**src/hw/rtl/tws_pkg.sv**
```systemverilog
package tws_pkg;

    localparam int SIZE_DEF       = 16;
    localparam int DATA_WIDTH_DEF = 32;
    localparam int PIVOT_IDX_W    = 4;

    typedef enum logic [4:0] {
        S_LOAD,
        S_POP,
        S_POP_WAIT,
        S_X0,
        S_X1,
        S_X2,
        S_SCAN,
        S_CMP,
        S_RA,
        S_RB,
        S_RC,
        S_FIN,
        S_F1,
        S_F2,
        S_F3,
        S_EMIT_RD,
        S_EMIT_LD
    } state_t;

endpackage

```
**src/hw/rtl/three_way_quicksort.sv**
```systemverilog
// Channel  Direction  Handshake            Payload
// s_       in         s_tvalid / s_tready  s_tdata: value; s_tlast: last_item
// m_       out        m_tvalid / m_tready  m_tdata: sorted_value; m_tlast: end_of_run;
//                                          m_tuser: overflowed
// cfg_     in         cfg_valid/cfg_ready  cfg_data: first_pivot_index
//
// Loading accepts one request per cycle; a request without tlast returns no result.
// A tlast request with two or more entries starts the sort in the one store memory: each
// range is popped and its pivot fetched, elements are scanned and swapped as needed, and
// the range closes by pushing its sub-ranges. Each result is then read and registered
// onto m_, stalling on m_tready; s_tready stays low until the last result is loaded.
// Reset clears only state, count, stack depth, overflow, first flag, m_tvalid, cfg index.
module three_way_quicksort #(
    parameter int SIZE       = tws_pkg::SIZE_DEF,
    parameter int DATA_WIDTH = tws_pkg::DATA_WIDTH_DEF
) (
    input  logic                                clk,
    input  logic                                rst_n,
    input  logic                                s_tvalid,
    output logic                                s_tready,
    input  logic [((DATA_WIDTH+7)/8)*8-1:0]     s_tdata,   // [DATA_WIDTH-1:0] value
    input  logic                                s_tlast,
    output logic                                m_tvalid,
    input  logic                                m_tready,
    output logic [((DATA_WIDTH+7)/8)*8-1:0]     m_tdata,   // [DATA_WIDTH-1:0] sorted_value
    output logic                                m_tlast,
    output logic                                m_tuser,   // [0] overflowed
    input  logic                                cfg_valid,
    output logic                                cfg_ready,
    input  logic [tws_pkg::PIVOT_IDX_W-1:0]     cfg_data
);

    localparam int TDW = ((DATA_WIDTH + 7) / 8) * 8;
    localparam int IW  = $clog2(SIZE);
    localparam int CW  = $clog2(SIZE + 1);
    localparam int SW  = 2 * IW;
    localparam int PW  = (CW > tws_pkg::PIVOT_IDX_W) ? CW : tws_pkg::PIVOT_IDX_W;

    tws_pkg::state_t st_reg, st_next;

    logic [CW-1:0]                   count_reg, count_next;
    logic [CW-1:0]                   sp_reg, sp_next;
    logic                            ovf_reg, ovf_next;
    logic                            first_reg, first_next;
    logic                            mv_reg, mv_next;
    logic [tws_pkg::PIVOT_IDX_W-1:0] fpi_reg;

    logic [IW-1:0]         lo_reg, lo_next, hi_reg, hi_next;
    logic [IW-1:0]         i_reg, i_next, m_reg, m_next, j_reg, j_next, k_reg, k_next;
    logic [DATA_WIDTH-1:0] piv_reg, piv_next, b_reg, b_next;
    logic                  lt_reg, lt_next;
    logic [DATA_WIDTH-1:0] mdata_reg, mdata_next;
    logic                  mlast_reg, mlast_next, muser_reg, muser_next;

    logic                  st_wen, st_ren;
    logic [IW-1:0]         st_waddr, st_raddr;
    logic [DATA_WIDTH-1:0] st_wdata, st_rdata;
    logic                  sk_wen, sk_ren;
    logic [IW-1:0]         sk_waddr, sk_raddr;
    logic [SW-1:0]         sk_wdata, sk_rdata;

    logic [IW-1:0] pop_lo, pop_hi, pidx;
    logic [CW-1:0] nm1;
    logic          emit_go, emit_last;

    tws_ram #(
        .WIDTH (DATA_WIDTH),
        .DEPTH (SIZE),
        .AW    (IW)
    ) u_store (
        .clk   (clk),
        .wen   (st_wen),
        .waddr (st_waddr),
        .wdata (st_wdata),
        .ren   (st_ren),
        .raddr (st_raddr),
        .rdata (st_rdata)
    );

    tws_ram #(
        .WIDTH (SW),
        .DEPTH (SIZE),
        .AW    (IW)
    ) u_stack (
        .clk   (clk),
        .wen   (sk_wen),
        .waddr (sk_waddr),
        .wdata (sk_wdata),
        .ren   (sk_ren),
        .raddr (sk_raddr),
        .rdata (sk_rdata)
    );

    assign cfg_ready = 1'b1;
    assign m_tvalid  = mv_reg;
    assign m_tdata   = TDW'(mdata_reg);
    assign m_tlast   = mlast_reg;
    assign m_tuser   = muser_reg;

    assign pop_lo    = sk_rdata[IW-1:0];
    assign pop_hi    = sk_rdata[SW-1:IW];
    assign nm1       = count_reg - CW'(1);
    assign emit_go   = !mv_reg || m_tready;
    assign emit_last = (CW'(k_reg) + CW'(1)) == count_reg;

    // The first pivot is clamped to the last loaded entry and never below the range.
    always_comb
    begin
        if (first_reg)
        begin
            if (PW'(fpi_reg) > PW'(nm1))
            begin
                pidx = IW'(nm1);
            end
            else
            begin
                pidx = IW'(fpi_reg);
            end
            if (pidx < pop_lo)
            begin
                pidx = pop_lo;
            end
        end
        else
        begin
            pidx = pop_hi;
        end
    end

    always_comb
    begin
        st_next    = st_reg;
        count_next = count_reg;
        sp_next    = sp_reg;
        ovf_next   = ovf_reg;
        first_next = first_reg;
        mv_next    = mv_reg;
        lo_next    = lo_reg;
        hi_next    = hi_reg;
        i_next     = i_reg;
        m_next     = m_reg;
        j_next     = j_reg;
        k_next     = k_reg;
        piv_next   = piv_reg;
        b_next     = b_reg;
        lt_next    = lt_reg;
        mdata_next = mdata_reg;
        mlast_next = mlast_reg;
        muser_next = muser_reg;
        s_tready   = 1'b0;
        st_wen     = 1'b0;
        st_waddr   = j_reg;
        st_wdata   = b_reg;
        st_ren     = 1'b0;
        st_raddr   = j_reg;
        sk_wen     = 1'b0;
        sk_waddr   = sp_reg[IW-1:0];
        sk_wdata   = {hi_reg, lo_reg};
        sk_ren     = 1'b0;
        sk_raddr   = sp_reg[IW-1:0];

        if (mv_reg && m_tready)
        begin
            mv_next = 1'b0;
        end

        case (st_reg)
            tws_pkg::S_LOAD:
            begin
                s_tready = 1'b1;
                if (s_tvalid)
                begin
                    if (count_reg < CW'(SIZE))
                    begin
                        st_wen     = 1'b1;
                        st_waddr   = count_reg[IW-1:0];
                        st_wdata   = s_tdata[DATA_WIDTH-1:0];
                        count_next = count_reg + CW'(1);
                    end
                    else
                    begin
                        ovf_next = 1'b1;
                    end
                    if (s_tlast)
                    begin
                        k_next = '0;
                        if (count_next < CW'(2))
                        begin
                            st_next = tws_pkg::S_EMIT_RD;
                        end
                        else
                        begin
                            sk_wen     = 1'b1;
                            sk_waddr   = '0;
                            sk_wdata   = {IW'(count_next - CW'(1)), IW'(0)};
                            sp_next    = CW'(1);
                            first_next = 1'b1;
                            st_next    = tws_pkg::S_POP;
                        end
                    end
                end
            end
            tws_pkg::S_POP:
            begin
                if (sp_reg == '0)
                begin
                    k_next  = '0;
                    st_next = tws_pkg::S_EMIT_RD;
                end
                else
                begin
                    sk_ren   = 1'b1;
                    sk_raddr = IW'(sp_reg - CW'(1));
                    sp_next  = sp_reg - CW'(1);
                    st_next  = tws_pkg::S_POP_WAIT;
                end
            end
            tws_pkg::S_POP_WAIT:
            begin
                lo_next = pop_lo;
                hi_next = pop_hi;
                if (pop_hi <= pop_lo || CW'(pop_hi) >= count_reg)
                begin
                    st_next = tws_pkg::S_POP;
                end
                else
                begin
                    first_next = 1'b0;
                    j_next     = pidx;
                    st_ren     = 1'b1;
                    st_raddr   = pidx;
                    st_next    = tws_pkg::S_X0;
                end
            end
            tws_pkg::S_X0:
            begin
                piv_next = st_rdata;
                st_ren   = 1'b1;
                st_raddr = lo_reg;
                st_next  = tws_pkg::S_X1;
            end
            tws_pkg::S_X1:
            begin
                st_wen   = 1'b1;
                st_waddr = j_reg;
                st_wdata = st_rdata;
                st_next  = tws_pkg::S_X2;
            end
            tws_pkg::S_X2:
            begin
                st_wen   = 1'b1;
                st_waddr = lo_reg;
                st_wdata = piv_reg;
                i_next   = lo_reg;
                m_next   = lo_reg;
                j_next   = lo_reg + IW'(1);
                st_next  = tws_pkg::S_SCAN;
            end
            tws_pkg::S_SCAN:
            begin
                st_ren   = 1'b1;
                st_raddr = j_reg;
                st_next  = tws_pkg::S_CMP;
            end
            tws_pkg::S_CMP:
            begin
                b_next = st_rdata;
                if ($signed(st_rdata) <= $signed(piv_reg))
                begin
                    lt_next  = $signed(st_rdata) < $signed(piv_reg);
                    st_ren   = 1'b1;
                    st_raddr = i_reg + IW'(1);
                    i_next   = i_reg + IW'(1);
                    st_next  = tws_pkg::S_RA;
                end
                else if (j_reg == hi_reg)
                begin
                    st_next = tws_pkg::S_FIN;
                end
                else
                begin
                    j_next  = j_reg + IW'(1);
                    st_next = tws_pkg::S_SCAN;
                end
            end
            tws_pkg::S_RA:
            begin
                st_wen   = 1'b1;
                st_waddr = j_reg;
                st_wdata = st_rdata;
                if (lt_reg)
                begin
                    st_ren   = 1'b1;
                    st_raddr = m_reg + IW'(1);
                    m_next   = m_reg + IW'(1);
                end
                st_next = tws_pkg::S_RB;
            end
            tws_pkg::S_RB:
            begin
                st_wen   = 1'b1;
                st_waddr = i_reg;
                if (lt_reg)
                begin
                    st_wdata = st_rdata;
                    st_next  = tws_pkg::S_RC;
                end
                else
                begin
                    st_wdata = b_reg;
                    if (j_reg == hi_reg)
                    begin
                        st_next = tws_pkg::S_FIN;
                    end
                    else
                    begin
                        j_next  = j_reg + IW'(1);
                        st_next = tws_pkg::S_SCAN;
                    end
                end
            end
            tws_pkg::S_RC:
            begin
                st_wen   = 1'b1;
                st_waddr = m_reg;
                st_wdata = b_reg;
                if (j_reg == hi_reg)
                begin
                    st_next = tws_pkg::S_FIN;
                end
                else
                begin
                    j_next  = j_reg + IW'(1);
                    st_next = tws_pkg::S_SCAN;
                end
            end
            tws_pkg::S_FIN:
            begin
                st_ren   = 1'b1;
                st_raddr = m_reg;
                st_next  = tws_pkg::S_F1;
            end
            tws_pkg::S_F1:
            begin
                st_wen   = 1'b1;
                st_waddr = lo_reg;
                st_wdata = st_rdata;
                st_next  = tws_pkg::S_F2;
            end
            tws_pkg::S_F2:
            begin
                st_wen   = 1'b1;
                st_waddr = m_reg;
                st_wdata = piv_reg;
                // The greater region goes below the less region so that the less one pops first.
                if (i_reg < hi_reg && sp_reg < CW'(SIZE))
                begin
                    sk_wen   = 1'b1;
                    sk_wdata = {hi_reg, i_reg + IW'(1)};
                    sp_next  = sp_reg + CW'(1);
                end
                st_next = tws_pkg::S_F3;
            end
            tws_pkg::S_F3:
            begin
                if (m_reg > lo_reg && sp_reg < CW'(SIZE))
                begin
                    sk_wen   = 1'b1;
                    sk_wdata = {m_reg - IW'(1), lo_reg};
                    sp_next  = sp_reg + CW'(1);
                end
                st_next = tws_pkg::S_POP;
            end
            tws_pkg::S_EMIT_RD:
            begin
                st_ren   = 1'b1;
                st_raddr = k_reg;
                st_next  = tws_pkg::S_EMIT_LD;
            end
            tws_pkg::S_EMIT_LD:
            begin
                if (emit_go)
                begin
                    mv_next    = 1'b1;
                    mdata_next = st_rdata;
                    mlast_next = emit_last;
                    muser_next = ovf_reg;
                    if (emit_last)
                    begin
                        count_next = '0;
                        ovf_next   = 1'b0;
                        sp_next    = '0;
                        st_next    = tws_pkg::S_LOAD;
                    end
                    else
                    begin
                        k_next  = k_reg + IW'(1);
                        st_next = tws_pkg::S_EMIT_RD;
                    end
                end
            end
            default:
            begin
                st_next = tws_pkg::S_LOAD;
            end
        endcase
    end

    always_ff @(posedge clk or negedge rst_n)
    begin
        if (!rst_n)
        begin
            st_reg <= tws_pkg::S_LOAD;
        end
        else
        begin
            st_reg <= st_next;
        end
    end

    always_ff @(posedge clk or negedge rst_n)
    begin
        if (!rst_n)
        begin
            count_reg <= '0;
            sp_reg    <= '0;
            ovf_reg   <= 1'b0;
            first_reg <= 1'b0;
            mv_reg    <= 1'b0;
            fpi_reg   <= '0;
        end
        else
        begin
            count_reg <= count_next;
            sp_reg    <= sp_next;
            ovf_reg   <= ovf_next;
            first_reg <= first_next;
            mv_reg    <= mv_next;
            if (cfg_valid)
            begin
                fpi_reg <= cfg_data;
            end
        end
    end

    always_ff @(posedge clk)
    begin
        lo_reg    <= lo_next;
        hi_reg    <= hi_next;
        i_reg     <= i_next;
        m_reg     <= m_next;
        j_reg     <= j_next;
        k_reg     <= k_next;
        piv_reg   <= piv_next;
        b_reg     <= b_next;
        lt_reg    <= lt_next;
        mdata_reg <= mdata_next;
        mlast_reg <= mlast_next;
        muser_reg <= muser_next;
    end

`ifndef SYNTHESIS
    a_count_bound: assert property (@(posedge clk) disable iff (!rst_n)
        count_reg <= CW'(SIZE))
        else $error("Loaded count exceeds the store depth.");

    a_stack_bound: assert property (@(posedge clk) disable iff (!rst_n)
        sp_reg <= CW'(SIZE))
        else $error("Range stack depth exceeds its capacity.");

    a_scan_order: assert property (@(posedge clk) disable iff (!rst_n)
        st_reg == tws_pkg::S_SCAN |->
            (m_reg <= i_reg && i_reg < j_reg && j_reg <= hi_reg && lo_reg <= m_reg))
        else $error("Partition indices are out of order.");

    a_run_end: assert property (@(posedge clk) disable iff (!rst_n)
        (st_reg == tws_pkg::S_EMIT_LD && emit_go && emit_last) |=>
            (st_reg == tws_pkg::S_LOAD && count_reg == '0 && !ovf_reg && m_tlast))
        else $error("Run did not close after its final result.");
`endif

endmodule

```
**src/hw/rtl/tws_ram.sv**
```systemverilog
module tws_ram #(
    parameter int WIDTH = tws_pkg::DATA_WIDTH_DEF,
    parameter int DEPTH = tws_pkg::SIZE_DEF,
    parameter int AW    = $clog2(tws_pkg::SIZE_DEF)
) (
    input  logic             clk,
    input  logic             wen,
    input  logic [AW-1:0]    waddr,
    input  logic [WIDTH-1:0] wdata,
    input  logic             ren,
    input  logic [AW-1:0]    raddr,
    output logic [WIDTH-1:0] rdata
);

    logic [WIDTH-1:0] mem [DEPTH];
    logic [WIDTH-1:0] rdata_reg;

    always_ff @(posedge clk)
    begin
        if (wen)
        begin
            mem[waddr] <= wdata;
        end
    end

    // Read data holds between reads; a read beside a write returns the old entry.
    always_ff @(posedge clk)
    begin
        if (ren)
        begin
            rdata_reg <= mem[raddr];
        end
    end

    assign rdata = rdata_reg;

endmodule
```
**config.mk**
```make
export PLATFORM = sky130hd
export DESIGN_NAME = three_way_quicksort
export DESIGN_NICKNAME = d
export VERILOG_FILES = /design/src/hw/rtl/tws_pkg.sv /design/src/hw/rtl/three_way_quicksort.sv /design/src/hw/rtl/tws_ram.sv
export SDC_FILE = /design/constraint.sdc
export NUM_CORES = 1
export LEC_CHECK = 0
export BUFFER_PORTS_ARGS = -buffer_cell sky130_fd_sc_hd__buf_2
export CORE_MARGIN = 5
export CORE_UTILIZATION = 55
export DETAILED_ROUTE_END_ITERATION = 10
export HOLD_SLACK_MARGIN = 0.08
export PLACE_DENSITY = 0.73
export SLEW_MARGIN = 20
export SYNTH_ARGS = -nofsm -noshare
export SYNTH_HDL_FRONTEND = slang
export SYNTH_SLANG_ARGS = --single-unit
```
**constraint.sdc**
```tcl
create_clock -name clk -period 5.48 [get_ports clk]
set_input_delay 0.822 -clock clk [delete_from_list [all_inputs] [get_ports clk]]
set_output_delay 0.822 -clock clk [all_outputs]
set_load 0.03 [all_outputs]
```
==> results by stage, run 1 <==
Routing:
- The number of iterations in the first detailed-routing pass is 7.
- The number of vias per cell after detailed routing is 6.29.
- After detailed routing, the met3 layer carries 7460 um of wire.
- The violation count after the first detailed-route iteration is 2333.
- The routed layout has 20.7k vias.
- The number of DRC violations after detailed routing is 0.
- The detail route stage leaves a number of antenna-violating nets equal to 0.
- The top layer reached by signal wires is met5.
- The routed design has 86900 um of wire.
- The sum of routed wire segments on met1 is 34700 um.
- Detailed routing placed a total of 41800 um of wire on met2.
- The routed wire length per instance is 26.4 um.

Synth:
- The post-synthesis cell area is 34800 um^2.
- After synthesis, the cell types taking the most area are edfxtp_1 69%, mux2i_1 7.7%, ha_1 2.3%.
- The average cell area after synthesis is 15.8 um^2.
- Counting distinct cell types in the post-synthesis netlist gives 82.
- After synthesis, the largest area contributor takes up 69.2% of total cell area.
- The post-synthesis sequential element count is 825.
- Synthesis produced 2203 cells.
- The number of nets produced by synthesis is 2310.
- The share of flip-flops with an asynchronous set or reset after synthesis is 2.67%.
- The share of the yosys chip area belonging to registers is 70.8%.
- Of all cell types, the one taking the most synthesized area is edfxtp_1.
- The number of synthesized flops with an enable pin is 803.
- The most used flip-flop cell after synthesis is edfxtp_1.
- Yosys printed 0 warnings.

Timing:
- The worst pin sits at a relative slew slack of 24.6%.
- Static timing analysis puts the maximum clock frequency at 0.189 GHz.
- The number of slew-limit violations in the final report was 0.
- The final setup violation count is 0.
- Across the routed clock network, the largest skew measured is 0.0214 ns.
- Subtracting the final worst setup slack from the clock period gives 5.30 ns.
- The post-route clock period utilization is 96.8%.
- Setup total negative slack on the finished layout was measured at 0 ns.
- The hold violation total from the final report is 0.
- The actual transition at the worst max-transition pin is 1.13 ns.

Placement:
- Detailed placement ended at an HPWL of 52600 um.
- The routability-driven placement congestion ratio is 0.892.
- Once placement finished, the instance area stood at 36900 um^2.
- Input and output buffers added on the ports amount to 77.

Global routing:
- The maximum number of pins on one net before global-route repair is 42.
- The aggregate global-route resource usage is 24.6%.
- The initial antenna violation count was 3.
- The first global-routing pass estimated 126000 um of wire.
- The total grt overflow is 0.
- The via count of the first global-routing pass was 20.4k.

Clock tree:
- Clock-pin slew was measured on the worst setup and hold paths at 0.06 ns.
- TritonCTS built the clock tree.
- CTS placed an instance of clkbuf_16 at the clock tree root.
- The number of H-tree levels is 3.
- The number of clock buffers added by TritonCTS is 85.
- In this run, post-CTS hold repair placed 0 buffers.
- The clock latency reported for the late side of the worst-skew pair is 0.64 ns.
- The clock passes through at most 3 buffers.
- CTS saw 825 sinks.

Setup path:
- The cell with the largest stage delay on the worst path is dfrtp_2.
- The worst setup path is captured at a flop.
- The length in cells of the worst reg-to-reg path is 24.
- The critical path startpoint category is a flop.
- Of all nets on the critical path, the largest fanout is 10.
- The maximum single-stage delay on the critical path is 0.44 ns.
- For the worst setup path, the data required time is 5.85 ns.
- The startpoint of the worst-slack reg-to-reg timing path is count_reg[0].
- The signal on the critical path passes through inv_2, ha_4, xor2_1, inv_2, ha_4, a21oi_2, nor2b_1, o311ai_1, buf_4, o21ai_1, ha_1, o211ai_1, nand2_2, nand3b_1, mux2_2, and4b_2, or2_4, o31a_1, o211ai_4, buf_12, buf_12, o22a_1, o221ai_1, or3_1.
- The worst setup path is of the flop to flop kind.
- The beginning of the critical path is count_reg[0].
- The reg2reg setup slack is 0.18 ns.
- The worst register-to-register path ends at u_store.rdata[22].
- The data arrival at the endpoint of the critical path is 5.68 ns.
- Following the worst setup path forward leads to its endpoint at u_store.rdata[22].

Die:
- The starting density of the core is 55.4%.
- The number of top-level design ports is 79.
- The floorplan step defined a die boundary enclosing 68500 um^2.
- The width of the die is 262 um.
- The die is 262 um tall.
- The initialized floorplan defines 92 standard-cell rows.
- The area of the core is 62900 um^2.

Outcome:
- The run finished with clean final reports.

Hold path:
- The tightest min-delay check is of the input pin to asynchronous set/reset pin type.

Power and ir drop:
- For this design the ratio of total power to cell area is 689 nW/um^2.
- The worst-case IR drop observed on VDD is 0.387 mV.
- The leakage power total is 14.7 nW.

Cells and area:
- In the final layout, the share of cells above drive strength 1 is 18.1%.
- The final layout contains 2483 nets.
- After routing the design area is 40300 um^2.
- The library cells used most frequently in the layout, excluding fill and tap cells, are 803 x edfxtp_1, 268 x mux2i_1, 164 x nand2_1, 93 x clkbuf_16, 77 x buf_2.
- The most common library cell in the layout ignoring fill and taps is edfxtp_1.
- The largest registers in the layout are u_store.mem x512, u_stack.mem x128.
- Ranked by flip-flop count, first place goes to u_store.mem.
- The number of flip-flops under the largest register name is 512.
- Counting the fill cells in the layout gives 4322.
- The count of antenna diodes in the layout is 0.
- The synthesis-to-layout area growth is 15.8%.

Flow run:
- Max-cap violations in this run came to 0.
## critical path, delay by kind of cell, from the launching register on
family          cells  cell delay, ns
mux                 1            0.28
compound gates      8            1.46
simple gates        6            1.22
buf+inv             5            0.69
fa+ha+maj           3            0.73
xor+xnor            1            0.16
flops               1            0.44
## layout make-up
class,instances,area [um^2],area share [%]
Inverter,71,267,0.661
Timing Repair Buffer,191,1730,4.30
Clock inverter,57,674,1.67
Sequential cell,825,24700,61.2
Tap cell,846,1060,2.63
Clock buffer,98,2200,5.45
Multi-Input combinational cell,1202,9720,24.1
## synth_stat cells, types with 5 or more instances
cell type,instances
a211oi_1,5
a21o_1,5
a21oi_1,63
a221oi_1,6
a222oi_1,36
a31oi_1,6
and2_1,5
and3_1,5
buf_2,50
clkbuf_1,47
dfrtp_1,22
edfxtp_1,803
ha_1,65
inv_1,70
mux2_2,17
mux2i_1,269
mux4_2,33
nand2_1,168
nand2b_1,22
nand3_1,16
nand4_1,14
nor2_1,78
nor2b_1,16
nor3_1,15
nor3b_1,5
nor4_1,5
o211ai_1,6
o21a_1,6
o21ai_0,56
o221ai_1,37
o22a_1,32
o22ai_1,69
o31ai_1,10
or2_2,8
or3_1,34
xnor2_1,16
xor2_1,12
## cells by family (layout without fill, tap and decap cells)
group	count (synthesis)	after routing	synth area share (%)
flops	825	825	70.8
simple gates	411	411	5.64
compound gates	377	377	7.86
mux	320	320	10.5
buf+inv	176	417	2.17
fa+ha+maj	65	65	2.34
xor+xnor	28	28	0.704
other cells	1	1	0.0108
## layer usage
metal / track usage, % / vias up
met3: 3.75 / 166
met5: 0 / -
met4: 9.65 / 2
li1: - / 9065
met2: 39.2 / 1067
met1: 34.7 / 10378
## power breakdown
| group | leakage [nW] | internal [W] | switching (W) |
|---|---|---|---|
| Clock | 1.39 | 0.00347 | 0.00241 |
| Combinational | 5.70 | 0.00466 | 0.00703 |
| Sequential | 7.57 | 0.00951 | 0.000681 |
| Total | 14.7 | 0.0176 | 0.0101 |
## what timing repair did
action / in CTS / in global routing
setup endpoints to repair: 2 / 32
buffers inserted: 0 / 23
gates resized for setup: 1 / 37
pin swaps: 0 / 13
cloned: 0 / 8
## how the worst min path moves through the flow
stage	endpoint	startpoint	cells past startpoint
after floorplan	hi_reg[0]	u_stack.rdata[4]	0
final	sp_reg[2]	rst_n	1
after global routing	sp_reg[3]	rst_n	1
after detailed placement	hi_reg[0]	u_stack.rdata[4]	0
after global placement	hi_reg[0]	u_stack.rdata[4]	0
after CTS	fpi_reg[0]	rst_n	1
## metrics by stage
step / setup WS [ns] / hold slack (ns) / power [W] / instances / utilization [%]
finish: 0.176 / 0.170 / 0.0278 / 3290 / 64.2
global route: -0.0215 / 0.210 / 0.0289 / 3290 / 64.2
CTS: 0.0517 / 0.166 / 0.0269 / 3258 / 63.3
detailed placement: 0.00356 / 0.448 / 0.0210 / 3103 / 58.7
global placement: 0.128 / 0.439 / 0.0207 / 3103 / 58.7
floorplan: 0.289 / 0.426 / 0.0171 / 2203 / -
Note: power is estimated with default switching activity, not from simulation.
==> inputs of run 2 (changes only) <==
--- a/config.mk
+++ b/config.mk
@@ -5,12 +5,12 @@
 export SDC_FILE = /design/constraint.sdc
 export NUM_CORES = 1
 export LEC_CHECK = 0
-export BUFFER_PORTS_ARGS = -buffer_cell sky130_fd_sc_hd__buf_2
+export BUFFER_PORTS_ARGS = -buffer_cell sky130_fd_sc_hd__buf_4
 export CORE_MARGIN = 5
 export CORE_UTILIZATION = 55
 export DETAILED_ROUTE_END_ITERATION = 10
 export HOLD_SLACK_MARGIN = 0.08
-export PLACE_DENSITY = 0.73
+export PLACE_DENSITY = 0.74
 export SLEW_MARGIN = 20
 export SYNTH_ARGS = -nofsm -noshare
 export SYNTH_HDL_FRONTEND = slang
==> run 2 against run 1 <==
  * Die area stayed put
  * The run now ends with design-rule violations left
  * Wire length fell by 0.74%
  * Register-to-register slack gained 0.02 ns
  * Critical path type unchanged
  * Critical endpoint is now u_store.rdata[19]
  * Sequential power hardly changed
  * First-iteration DRC count decreased by 1.3%
  * Maximum frequency up 0.37%
  * Worst setup slack better by 0.019 ns
  * Non-clock buffer count is 12 lower
  * Via count down 0.11%
==> results by stage, run 2 (same netlist as run 1, synthesis figures left out) <==
Cells and area:
- The final-stage net count is 2469.
- The count of cells in the finished layout, fillers not included, comes to 3269.
- The number of flip-flops under the largest register name is 512.
- The largest registers in the layout are u_store.mem x512, u_stack.mem x128.
- The library cell used most frequently in the layout, excluding fill and tap cells, is edfxtp_1.
- u_store.mem holds more flip-flops than any other register.
- In the final layout, the share of cells above drive strength 1 is 16.7%.
- Compared with the post-synthesis result, the final layout area differs by 15.1%.
- Cells fill 63.8% of the core in the end.
- In the layout the commonest cells are 803 x edfxtp_1, 269 x mux2i_1, 167 x nand2_1, 153 x buf_4, 91 x clkbuf_16.
- 0 antenna diodes ended up in the layout.

Die:
- The number of top-level design ports is 79.
- For this configuration, the core starts out at a cell density of 55.4%.
- The area of the core is 62900 um^2.
- The die is 262 um wide.
- The die height is 262 um.
- The row count is 92.
- The die covers 68500 um^2.

Routing:
- In the routed design, unresolved DRC markers number 1.
- The routed wire length per instance is 26.4 um.
- The routed layout has 20.7k vias.
- Before antenna repair, the detailed router went through 10 iterations.
- The wire length reported by the detailed router is 86300 um.
- The remaining antenna violation count after routing is 0.
- The first routing iteration left 2303 violations.
- After detailed routing, the number of vias per cell comes to 6.32.

Global routing:
- The met1 usage in global routing is 33.3%.
- The initial antenna violation count is 1.
- Entering global routing, the biggest net connects 43 pins.
- The most utilized layer in the global route result is met2.
- Global routing used 40.1% of the available met2 tracks.
- The global-route wire length before repair is 126000 um.
- The via count of the first global-routing pass was 20.4k.
- In the global route stage, met3 resource usage came out at 5.11%.
- The aggregate global-route resource usage is 24.7%.
- The total grt overflow is 0.

Power and ir drop:
- The maximum VDD drop is 0.573 mV.
- The leakage power total is 14.5 nW.
- In this run the power density over the cells is 677 nW/um^2.

Clock tree:
- The clock passes through at most 3 buffers.
- CTS placed an instance of clkbuf_16 at the clock tree root.
- CTS built an H-tree with a depth of 3.
- TritonCTS built the clock tree.
- For this design, the sink count on the clock tree is 825.
- Clock-pin slew was measured on the worst setup and hold paths at 0.06 ns.
- The clock buffer count from CTS is 83.
- The clock latency reported for the late side of the worst-skew pair is 0.65 ns.

Setup path:
- At the worst endpoint, the required time is 5.84 ns.
- The length in cells of the worst reg-to-reg path is 24.
- The startpoint of the worst-slack reg-to-reg timing path is count_reg[0].
- The endpoint of the worst-slack reg-to-reg timing path is u_store.rdata[19].
- Data on the critical path arrives at its endpoint at 5.64 ns.
- The reg2reg setup slack is 0.20 ns.
- STA classifies the critical path endpoint as a flop.
- Tracing the worst setup path back leads to its startpoint at count_reg[0].
- In this run the worst path has a maximum fanout of 14.
- The type of the setup path with the least slack is flop to flop.
- The critical path startpoint category is a flop.

Timing:
- Hold timing on the final database bottoms out at a slack of 0.427 ns.
- Based on the critical path, the design can be clocked at up to 0.189 GHz.
- The post-route clock period utilization is 96.4%.
- The number of slew-limit violations in the final report came to 0.
- The worst path needs 5.28 ns of the cycle, external delays included.
- Setup violations remaining at the end of the flow were counted as 0.
- Between clock sinks in the finished design, the worst skew comes to 0.0446 ns.
- The hold violation total from the final report was 0.
- In this run the tightest slew margin relative to its limit is 35.1%.
- For the pin with the worst max-slew slack, the measured transition is 0.971 ns.

Placement:
- Once detailed placement completed, the half-perimeter wirelength came to 53000 um.
- The post-placement cell count is 3103.
- The routability-driven placement congestion ratio is 0.913.
- During placement, the flow inserted port buffers numbering 77.

Hold path:
- The cell count of the worst hold path is 3.
- The endpoint of the worst hold-timing path is fpi_reg[0].
- The worst min-delay path class is input pin to flop.
- The startpoint of the most critical hold path is cfg_data[0].

Outcome:
- The checks that failed: design-rule violations.
- The flow ran to the end, but the final reports show violations.

Flow run:
- The number of max-capacitance violations reported is 0.
-- run 2: changes by cell type in the layout (fill, tap and decap cells not counted), moves of 4 or more --
cell,before,now
buf_2,77,0
buf_4,76,153
buf_12,23,18
clkbuf_1,12,16
clkinv_2,15,11
clkinvlp_4,6,2
-- run 2: where the power goes --
part           internal, W  switching (W)  total, W
clock network      0.00338        0.00234   0.00572
registers          0.00951       0.000688    0.0102
logic              0.00434        0.00688    0.0112
total               0.0172        0.00991    0.0271
-- run 2: stage by stage --
step                TNS, ns  setup WS (ns)  cell area (um^2)  power (W)
floorplan                 0          0.289             34800     0.0171
global placement          0          0.171             37000     0.0206
detailed placement        0         0.0311             37000     0.0210
CTS                       0         0.0577             39800     0.0267
global route         -0.587        -0.0502             40100     0.0283
finish                    0          0.195             40100     0.0271
-- run 2: critical path: stages (launching register included) --
cell and delay (ns):
dfrtp_2 0.43, inv_1 0.10, ha_2 0.20, xor2_1 0.17, inv_2 0.08, ha_4 0.23, a21oi_1 0.14, nor2b_1 0.06
o311ai_1 0.22, buf_4 0.19, o21ai_0 0.11, ha_1 0.38, o211ai_1 0.15, nand2_2 0.16, nand3b_1 0.09, mux2_2 0.28
and4b_1 0.23, or2_1 0.27, o31a_1 0.31, o211ai_4 0.22, buf_4 0.17, clkbuf_16 0.20, o22a_1 0.15, o221ai_1 0.10
or3_1 0.39
-- run 2: how the worst max path moves through the flow --
stage / end / slack, ns / cells after the start
2_1_floorplan: u_store.rdata[22] / 0.29 / 25
3_3_place_gp: u_store.rdata[19] / 0.17 / 23
3_5_place_dp: u_store.rdata[9] / 0.03 / 23
4_1_cts: u_store.rdata[9] / 0.06 / 23
5_1_grt: u_store.rdata[23] / -0.05 / 24
6_report: u_store.rdata[19] / 0.20 / 24
-- run 2: area by class of cell --
type	instances	area [um^2]
clock buffer	106	2280
multi-input combinational	1202	9650
inverter	71	267
fill	4444	22800
clock inverter	40	489
sequential	825	24700
timing repair buffer	179	1670
tap	846	1060
-- run 2: timing repair --
| item | in CTS | in global routing |
|---|---|---|
| setup buffers | 0 | 15 |
| resized for setup | 0 | 11 |
| hold buffers | 1 | 0 |
| setup endpoints to repair | 0 | 32 |
| endpoints found under the hold margin | 5 | 0 |
-- run 2: layer usage --
layer / up-vias / share of wire [%]
li1: 9026 / -
met1: 10323 / 39
met2: 1089 / 48
met3: 215 / 8.8
met4: 2 / 4.0
met5: - / 0.015
